`config.mk`:
```
export PLATFORM = sky130hd
export DESIGN_NAME = wav_riff_chunk_parser_top
export DESIGN_NICKNAME = d
export VERILOG_FILES = /design/src/hdl/wrcp_pkg.sv /design/src/hdl/wrcp_core.sv /design/src/hdl/wav_riff_chunk_parser_top.sv
export SDC_FILE = /design/constraint.sdc
export NUM_CORES = 1
export LEC_CHECK = 0
export ABC_CLOCK_PERIOD_IN_PS = 21000
export BUFFER_PORTS_ARGS = -buffer_cell sky130_fd_sc_hd__buf_2
export CAP_MARGIN = 20
export CORE_MARGIN = 2
export CORE_UTILIZATION = 60
export CTS_CLUSTER_DIAMETER = 80
export DETAILED_ROUTE_END_ITERATION = 10
export GPL_TIMING_DRIVEN = 0
export PLACE_DENSITY = 0.78
export REMOVE_ABC_BUFFERS = 1
export SLEW_MARGIN = 40
export SYNTH_ARGS = -nofsm -noshare
export SYNTH_HDL_FRONTEND = slang
export SYNTH_SLANG_ARGS = --single-unit
```
`constraint.sdc`:
```
create_clock -name i_clk -period 21 [get_ports i_clk]
set_input_delay 4.2 -clock i_clk [delete_from_list [all_inputs] [get_ports i_clk]]
set_output_delay 4.2 -clock i_clk [all_outputs]
set_load 0.1 [all_outputs]
```
`src/hdl/wrcp_pkg.sv`:
```
// ---------------------------------------------------------------------------
// wrcp_pkg
// Shared types and constants for the RIFF/WAVE chunk parser.
// ---------------------------------------------------------------------------
package wrcp_pkg;

    typedef enum logic [4:0] {
        PH_FILE = 5'b00001,
        PH_CHDR = 5'b00010,
        PH_BODY = 5'b00100,
        PH_PAD  = 5'b01000,
        PH_DONE = 5'b10000
    } t_phase;

    localparam logic [1:0] KIND_FMT    = 2'd0;
    localparam logic [1:0] KIND_DATA   = 2'd1;
    localparam logic [1:0] KIND_SAMPLE = 2'd2;
    localparam logic [1:0] KIND_END    = 2'd3;

    localparam logic [31:0] TAG_FMT  = 32'h666D_7420;
    localparam logic [31:0] TAG_DATA = 32'h6461_7461;

    localparam logic [15:0] FMT_TAG_PCM   = 16'h0001;
    localparam logic [31:0] DEFAULT_RATE  = 32'd22050;
    localparam logic [15:0] DEFAULT_CHAN  = 16'd1;
    localparam logic [15:0] DEFAULT_BITS  = 16'd16;

    localparam int FILE_HDR_BYTES  = 12;
    localparam int CHUNK_HDR_BYTES = 8;

    typedef struct packed {
        logic        valid;
        logic [1:0]  kind;
        logic [1:0]  format_code;
        logic [31:0] sample_rate;
        logic [31:0] data_size;
        logic [15:0] sample_value;
        logic        end_of_file;
    } t_result;

endpackage

```
`src/hdl/wrcp_core.sv`:
```
// ---------------------------------------------------------------------------
// wrcp_core
// Parser state and per-byte update; produces at most one result per byte.
// ---------------------------------------------------------------------------
module wrcp_core (
    input  logic              i_clk,
    input  logic              i_rst_n,
    input  logic              i_accept,
    input  logic [7:0]        i_byte,
    input  logic              i_sof,
    output wrcp_pkg::t_result o_result
);
    import wrcp_pkg::*;

    t_phase             r_phase, c_phase, n_phase;
    logic [3:0]         r_idx, c_idx, n_idx;
    logic signed [32:0] r_remain, c_remain, n_remain;
    logic [31:0]        r_tag, c_tag, n_tag;
    logic [31:0]        r_len, c_len, n_len;
    logic [31:0]        r_pos, c_pos, n_pos;
    logic [15:0]        r_ftag, c_ftag, n_ftag;
    logic [15:0]        r_chan, c_chan, n_chan;
    logic [15:0]        r_bits, c_bits, n_bits;
    logic [31:0]        r_rate, c_rate, n_rate;
    logic [7:0]         r_low, c_low, n_low;

    logic               chunk_done;
    logic               has_kind;
    logic               eof;
    logic [1:0]         kind;
    logic [31:0]        dsize;
    logic [15:0]        sval;
    logic signed [33:0] init_t;
    logic signed [33:0] init_rem;
    logic [33:0]        span;
    logic signed [34:0] done_rem;

    always_comb begin
        // start of file behaves as a reset just ahead of this byte
        if (i_sof) begin
            c_phase  = PH_FILE;
            c_idx    = '0;
            c_remain = '0;
            c_tag    = '0;
            c_len    = '0;
            c_pos    = '0;
            c_ftag   = '0;
            c_chan   = DEFAULT_CHAN;
            c_bits   = DEFAULT_BITS;
            c_rate   = DEFAULT_RATE;
            c_low    = '0;
        end else begin
            c_phase  = r_phase;
            c_idx    = r_idx;
            c_remain = r_remain;
            c_tag    = r_tag;
            c_len    = r_len;
            c_pos    = r_pos;
            c_ftag   = r_ftag;
            c_chan   = r_chan;
            c_bits   = r_bits;
            c_rate   = r_rate;
            c_low    = r_low;
        end
    end

    always_comb begin
        n_phase    = c_phase;
        n_idx      = c_idx;
        n_remain   = c_remain;
        n_tag      = c_tag;
        n_len      = c_len;
        n_pos      = c_pos;
        n_ftag     = c_ftag;
        n_chan     = c_chan;
        n_bits     = c_bits;
        n_rate     = c_rate;
        n_low      = c_low;
        chunk_done = 1'b0;
        has_kind   = 1'b0;
        eof        = 1'b0;
        kind       = KIND_END;
        dsize      = '0;
        sval       = '0;

        // riff size rounded up to even, less the wave id
        init_t      = {{2{c_len[31]}}, c_len} + 34'sd1;
        init_t[0]   = 1'b0;
        init_rem    = init_t - 34'sd4;

        unique case (c_phase)
            PH_FILE: begin
                if (c_idx[3:2] == 2'b01) begin
                    n_len[{c_idx[1:0], 3'b000} +: 8] = i_byte;
                end
                n_idx = c_idx + 4'd1;
                if (n_idx >= 4'(FILE_HDR_BYTES)) begin
                    n_remain = init_rem[32:0];
                    n_idx    = '0;
                    n_len    = '0;
                    if (init_rem[33] || init_rem == '0) begin
                        n_phase = PH_DONE;
                        eof     = 1'b1;
                    end else begin
                        n_phase = PH_CHDR;
                    end
                end
            end
            PH_CHDR: begin
                if (c_idx == '0) begin
                    n_len = '0;
                end
                if (c_idx[3:2] == 2'b00) begin
                    n_tag = {c_tag[23:0], i_byte};
                end else if (c_idx[3:2] == 2'b01) begin
                    n_len[{c_idx[1:0], 3'b000} +: 8] = i_byte;
                end
                n_idx = c_idx + 4'd1;
                if (n_idx >= 4'(CHUNK_HDR_BYTES)) begin
                    n_idx = '0;
                    n_pos = '0;
                    if (n_tag == TAG_DATA && c_ftag == FMT_TAG_PCM) begin
                        has_kind = 1'b1;
                        kind     = KIND_DATA;
                        dsize    = n_len;
                    end
                    if (n_len == '0) begin
                        chunk_done = 1'b1;
                    end else begin
                        n_phase = PH_BODY;
                    end
                end
            end
            PH_BODY: begin
                if (c_tag == TAG_FMT) begin
                    if (c_pos[31:4] == '0) begin
                        unique case (c_pos[3:0])
                            4'd0: n_ftag[7:0]  = i_byte;
                            4'd1: n_ftag[15:8] = i_byte;
                            4'd2: n_chan[7:0]  = i_byte;
                            4'd3: n_chan[15:8] = i_byte;
                            4'd4, 4'd5, 4'd6, 4'd7: begin
                                if (c_ftag == FMT_TAG_PCM) begin
                                    n_rate[{c_pos[1:0], 3'b000} +: 8] = i_byte;
                                end
                            end
                            4'd14: n_bits[7:0] = i_byte;
                            4'd15: begin
                                n_bits[15:8] = i_byte;
                                if (c_ftag == FMT_TAG_PCM) begin
                                    has_kind = 1'b1;
                                    kind     = KIND_FMT;
                                end
                            end
                            default: ;
                        endcase
                    end
                end else if (c_tag == TAG_DATA && c_ftag == FMT_TAG_PCM) begin
                    if (c_bits == 16'd16) begin
                        if (c_pos[0]) begin
                            has_kind = 1'b1;
                            kind     = KIND_SAMPLE;
                            sval     = {i_byte, c_low};
                        end else begin
                            n_low = i_byte;
                            // odd trailing byte goes out alone
                            if (c_pos + 32'd1 == c_len) begin
                                has_kind = 1'b1;
                                kind     = KIND_SAMPLE;
                                sval     = {8'd0, i_byte};
                            end
                        end
                    end else begin
                        has_kind = 1'b1;
                        kind     = KIND_SAMPLE;
                        sval     = {8'd0, i_byte};
                    end
                end
                n_pos = c_pos + 32'd1;
                if (n_pos == c_len) begin
                    if (c_len[0]) begin
                        n_phase = PH_PAD;
                    end else begin
                        chunk_done = 1'b1;
                    end
                end
            end
            PH_PAD: begin
                chunk_done = 1'b1;
            end
            PH_DONE: begin
            end
            default: begin
            end
        endcase

        span     = {1'b0, ({1'b0, n_len} + 33'd1) & ~33'd1} + 34'd8;
        done_rem = {{2{c_remain[32]}}, c_remain} - $signed({1'b0, span});
        if (chunk_done) begin
            n_remain = done_rem[32:0];
            n_idx    = '0;
            if (done_rem[34] || done_rem == '0) begin
                n_phase = PH_DONE;
                eof     = 1'b1;
            end else begin
                n_phase = PH_CHDR;
            end
        end
    end

    always_ff @(posedge i_clk) begin
        if (!i_rst_n) begin
            r_phase  <= PH_FILE;
            r_idx    <= '0;
            r_remain <= '0;
            r_tag    <= '0;
            r_len    <= '0;
            r_pos    <= '0;
            r_ftag   <= '0;
            r_chan   <= DEFAULT_CHAN;
            r_bits   <= DEFAULT_BITS;
            r_rate   <= DEFAULT_RATE;
            r_low    <= '0;
        end else if (i_accept) begin
            r_phase  <= n_phase;
            r_idx    <= n_idx;
            r_remain <= n_remain;
            r_tag    <= n_tag;
            r_len    <= n_len;
            r_pos    <= n_pos;
            r_ftag   <= n_ftag;
            r_chan   <= n_chan;
            r_bits   <= n_bits;
            r_rate   <= n_rate;
            r_low    <= n_low;
        end
    end

    always_comb begin
        o_result.valid        = has_kind || eof;
        o_result.kind         = kind;
        o_result.format_code  = {n_chan != 16'd1, n_bits != 16'd8};
        o_result.sample_rate  = n_rate;
        o_result.data_size    = dsize;
        o_result.sample_value = sval;
        o_result.end_of_file  = eof;
    end

endmodule

```
`src/hdl/wav_riff_chunk_parser_top.sv`:
```
// ---------------------------------------------------------------------------
// wav_riff_chunk_parser_top
// Byte-stream RIFF/WAVE parser reporting PCM format, data chunks and samples.
// ---------------------------------------------------------------------------
// One file byte is taken per clock cycle, back to back; each byte is parsed
// in the cycle it is accepted and its result, if any, appears in the output
// register on the next cycle. Throughput is one byte per cycle, set only by
// the output register: while a result waits there and the sink stalls, input
// stops. A byte with tuser set restarts the parser at the file header. After
// the last chunk the parser ignores bytes until the next start of file; the
// result of the byte that ends parsing carries tlast.
module wav_riff_chunk_parser_top (
    input  logic        i_clk,
    input  logic        i_rst_n,
    input  logic        s_axis_tvalid,
    output logic        s_axis_tready,
    input  logic [7:0]  s_axis_tdata,   // file_byte
    input  logic        s_axis_tuser,   // start_of_file
    output logic        m_axis_tvalid,
    input  logic        m_axis_tready,
    output logic [87:0] m_axis_tdata,   // format_code, sample_rate, data_size,
                                        // sample_value, zero pad
    output logic [1:0]  m_axis_tuser,   // kind
    output logic        m_axis_tlast    // end_of_file
);
    import wrcp_pkg::*;

    logic    in_xfer;
    t_result core_res;
    logic    r_valid;
    t_result r_res;

    assign s_axis_tready = !r_valid || m_axis_tready;
    assign in_xfer       = s_axis_tvalid && s_axis_tready;

    wrcp_core u_core (
        .i_clk    (i_clk),
        .i_rst_n  (i_rst_n),
        .i_accept (in_xfer),
        .i_byte   (s_axis_tdata),
        .i_sof    (s_axis_tuser),
        .o_result (core_res)
    );

    always_ff @(posedge i_clk) begin
        if (!i_rst_n) begin
            r_valid <= 1'b0;
        end else if (in_xfer) begin
            r_valid <= core_res.valid;
        end else if (m_axis_tready) begin
            r_valid <= 1'b0;
        end
    end

    always_ff @(posedge i_clk) begin
        if (in_xfer && core_res.valid) begin
            r_res <= core_res;
        end
    end

    assign m_axis_tvalid = r_valid;
    assign m_axis_tuser  = r_res.kind;
    assign m_axis_tlast  = r_res.end_of_file;
    assign m_axis_tdata  = {6'd0, r_res.sample_value, r_res.data_size,
                            r_res.sample_rate, r_res.format_code};

endmodule

```
==> flow_summary.json <==
{
  "critPathLaunch": "s_axis_tuser",
  "synthDistinctLibCells": 95,
  "dieArea_mm2": 0.0379,
  "multi_input_area_mm2": 0.0136,
  "ys_seq_elements": 312,
  "post-cts-setup-buffer-count": 0,
  "min_path_type": "register to register",
  "seqCellArea_mm2": 0.00710,
  "fin_crit_sh": 0.664,
  "die_x_um": 195,
  "remaining_drc_errors": 0,
  "h-tree-depth": 2,
  "grt_max_degree": 84,
  "row_count": 69,
  "reg2reg_slack_ps": 10900,
  "fill_cells": 3018,
  "yosysTopAreaCell": "dfxtp_1",
  "avgViaCountPerCell": 6.87,
  "fin_nets": 2828,
  "cts_resized": 0,
  "status": "completed",
  "fin_util": 0.668,
  "yosysWarnings": 0,
  "finClkSkew_ps": 24.1,
  "layout-drive-gt1-share": 0.101,
  "synth_flop_cell": "dfxtp_1",
  "power.density_mw_per_mm2": 64.3,
  "gp_congestion": 0.991,
  "synth.avg_cell_area_um2": 7.84,
  "synth_area_mm2": 0.0218,
  "fin_cells": 3223,
  "wl_per_cell_um": 23.0,
  "critPathMaxStageDelay_ps": 600,
  "area_growth_pct": 9.23,
  "start_kind": "input port",
  "grt_pass1_wl_mm": 114,
  "drv_slew": 0,
  "antenna_found_initial": 1,
  "diodes": 0,
  "crit_path_max_fanout": 75,
  "hold_buffers": 0,
  "overflow": 0,
  "synth_top_area_share": 0.208,
  "cap_violations": 0,
  "cts_tree": "yes",
  "initial_core_util": 0.612,
  "die-height_um": 195,
  "worstRegToRegCells": 32,
  "ys_top_cells_by_area": "dfxtp_1 21%, edfxtp_1 12%, nor2_1 6.2%",
  "rsz0062_at_grt": "false",
  "rr_startpoint": "u_core.r_idx[0]",
  "whs_ps": 453,
  "grt_pass1_vias": 20500,
  "root_buffer": "clkbuf_16",
  "async_flop_share": 0,
  "routed_wl_mm": 74.3,
  "worst_pin_slew_ps": 942,
  "clock_latency_ps": 560,
  "relSlewSlack": 0.372,
  "crit_required_ps": 21240,
  "seq_area_frac_synth": 0.325,
  "core-area_mm2": 0.0357,
  "reg2reg_to": "m_axis_tdata[22]",
  "setup_viol": 0,
  "hold_viol_final": 0,
  "cts.clk_slew.worst_paths_ps": 60,
  "global_route.usage.total": 0.382,
  "placed_cells": 3155,
  "synth_cells": 2782,
  "dpl_cell_area_mm2": 0.0226,
  "critPathKind": "input port to register",
  "vias": 22100,
  "final_cell_area_mm2": 0.0238,
  "max_freq_ghz": 0.0717,
  "leakagePower_nw": 8.47,
  "portBuffers": 99,
  "io_pins": 106,
  "ir_drop_v": 0.0000694,
  "setup.worst_path.end": "m_axis_tdata[22]",
  "dr.pass1.iters": 6,
  "cp_slowest_cell": "or4_1",
  "antenna_left": 0,
  "drtIter0Drc": 2737,
  "endpoint_kind": "register",
  "numCtsBuffers": 36,
  "setup_tns_ps": 0,
  "cts_sinks": 312,
  "synth-edff-count": 85,
  "clockBufferDepth": 3,
  "dpl.hpwl_mm": 52.6,
  "worstPathArrival_ps": 14190,
  "post-route-min-period_ps": 13940
}
-- stage by stage --
step                      total power [mW]  worst slack, ps
after detailed placement             0.890             6840
final                                 1.53             7060
after global placement               0.882            -3980
after floorplan                      0.809             4690
after global routing                  1.58             6540
after CTS                             1.52             7380
-- synth_stat cells, types with 22 or more instances --
| cell | number |
|---|---|
| a21oi_1 | 163 |
| nand2_1 | 266 |
| or3_1 | 23 |
| and3_1 | 34 |
| dfxtp_1 | 227 |
| a211oi_1 | 38 |
| inv_1 | 89 |
| o21ai_0 | 116 |
| xnor2_1 | 89 |
| nand3_1 | 96 |
| buf_2 | 22 |
| ha_1 | 80 |
| edfxtp_1 | 85 |
| a31oi_1 | 34 |
| nor3_1 | 81 |
| xor2_1 | 54 |
| clkbuf_1 | 170 |
| and2_1 | 33 |
| nor4_1 | 46 |
| nor2b_1 | 44 |
| nand4_1 | 46 |
| nand2b_1 | 43 |
| nor2_1 | 358 |
| a22oi_1 | 141 |
-- layout make-up --
class                   instances  share of cell area
well taps                     461              0.0242
clock inverters                21             0.00814
inverters                      90              0.0147
multi-input cells            2162               0.572
flip-flops and latches        312               0.298
clock buffers                  45              0.0419
repair buffers                132              0.0416
-- how the worst min path moves through the flow --
stage / from / end / slack (ps) / cells after the start
final: u_core.r_remain[9] / u_core.r_remain[9] / 450 / 2
after global routing: u_core.r_remain[1] / u_core.r_remain[1] / 470 / 2
after CTS: u_core.r_remain[25] / u_core.r_remain[25] / 460 / 2
after detailed placement: u_core.r_remain[25] / u_core.r_remain[25] / 450 / 2
after global placement: u_core.r_remain[1] / u_core.r_remain[1] / 440 / 2
after floorplan: u_core.r_remain[1] / u_core.r_remain[1] / 430 / 2
-- sequential cells by signal, summed over array words and instances, names as in the netlist --
name,count
m_axis_tuser,2
m_axis_tlast,1
u_core.r_chan,16
u_core.r_len,32
u_core.r_remain,33
u_core.r_idx,4
u_core.r_phase,5
u_core.r_bits,16
m_axis_tvalid,1
u_core.r_low,8
u_core.r_ftag,16
u_core.r_rate,32
m_axis_tdata,82
u_core.r_pos,32
u_core.r_tag,32
-- power breakdown --
part	internal, mW	leakage (nW)	switching (mW)	total, mW
registers	0.621	2.47	0.0137	0.635
clock network	0.367	0.581	0.277	0.643
logic	0.0866	5.42	0.168	0.254
total	1.07	8.47	0.458	1.53
-- per-layer routing --
layer / vias up / track usage / wire length [um]
met2: 1432 / 0.589 / 32300
met5: - / 0 / 0
met4: 0 / 0.184 / 3520
li1: 10000 / - / -
met1: 10400 / 0.513 / 29300
met3: 244 / 0.0763 / 9120
-- cells by family (layout without fill, tap and decap cells) --
| logic type | Yosys count | after routing | share of synthesized area |
|---|---|---|---|
| buffers and inverters | 313 | 288 | 0.0594 |
| XOR/XNOR | 143 | 143 | 0.0574 |
| flip-flops | 312 | 312 | 0.325 |
| AND/OR/NAND/NOR | 1196 | 1196 | 0.277 |
| other | 1 | 6 | 0.000172 |
| multiplexers | 35 | 35 | 0.0170 |
| AO/OA/AOI/OAI | 701 | 701 | 0.217 |
| adder cells (fa/ha/maj) | 81 | 81 | 0.0468 |
-- worst max-delay path, delay by kind of cell --
kind                       cells  cell delay [ps]
buffers and inverters          6             1500
AOI/OAI and AO/OA             10             3130
and+or+nand+nor               14             4110
adders and majority gates      3             1050
xor gates and xnor gates       1              120
-- layout by cell type (no fill, tap or decap), types with 15 or more instances in the layout --
cell / instances
a211oi_1: 38
a21oi_1: 162
a22o_1: 20
a22oi_1: 141
a31oi_1: 33
and2_1: 33
and3_1: 34
buf_2: 100
clkbuf_16: 38
dfxtp_1: 227
edfxtp_1: 85
ha_1: 80
inv_1: 88
mux2i_1: 18
nand2_1: 264
nand2b_1: 43
nand3_1: 96
nand4_1: 46
nor2_1: 356
nor2b_1: 44
nor3_1: 77
nor4_1: 43
o21ai_0: 115
o31ai_1: 15
or3_1: 22
or4_1: 19
xnor2_1: 89
xor2_1: 54
Note: power is estimated with default switching activity, not from simulation.
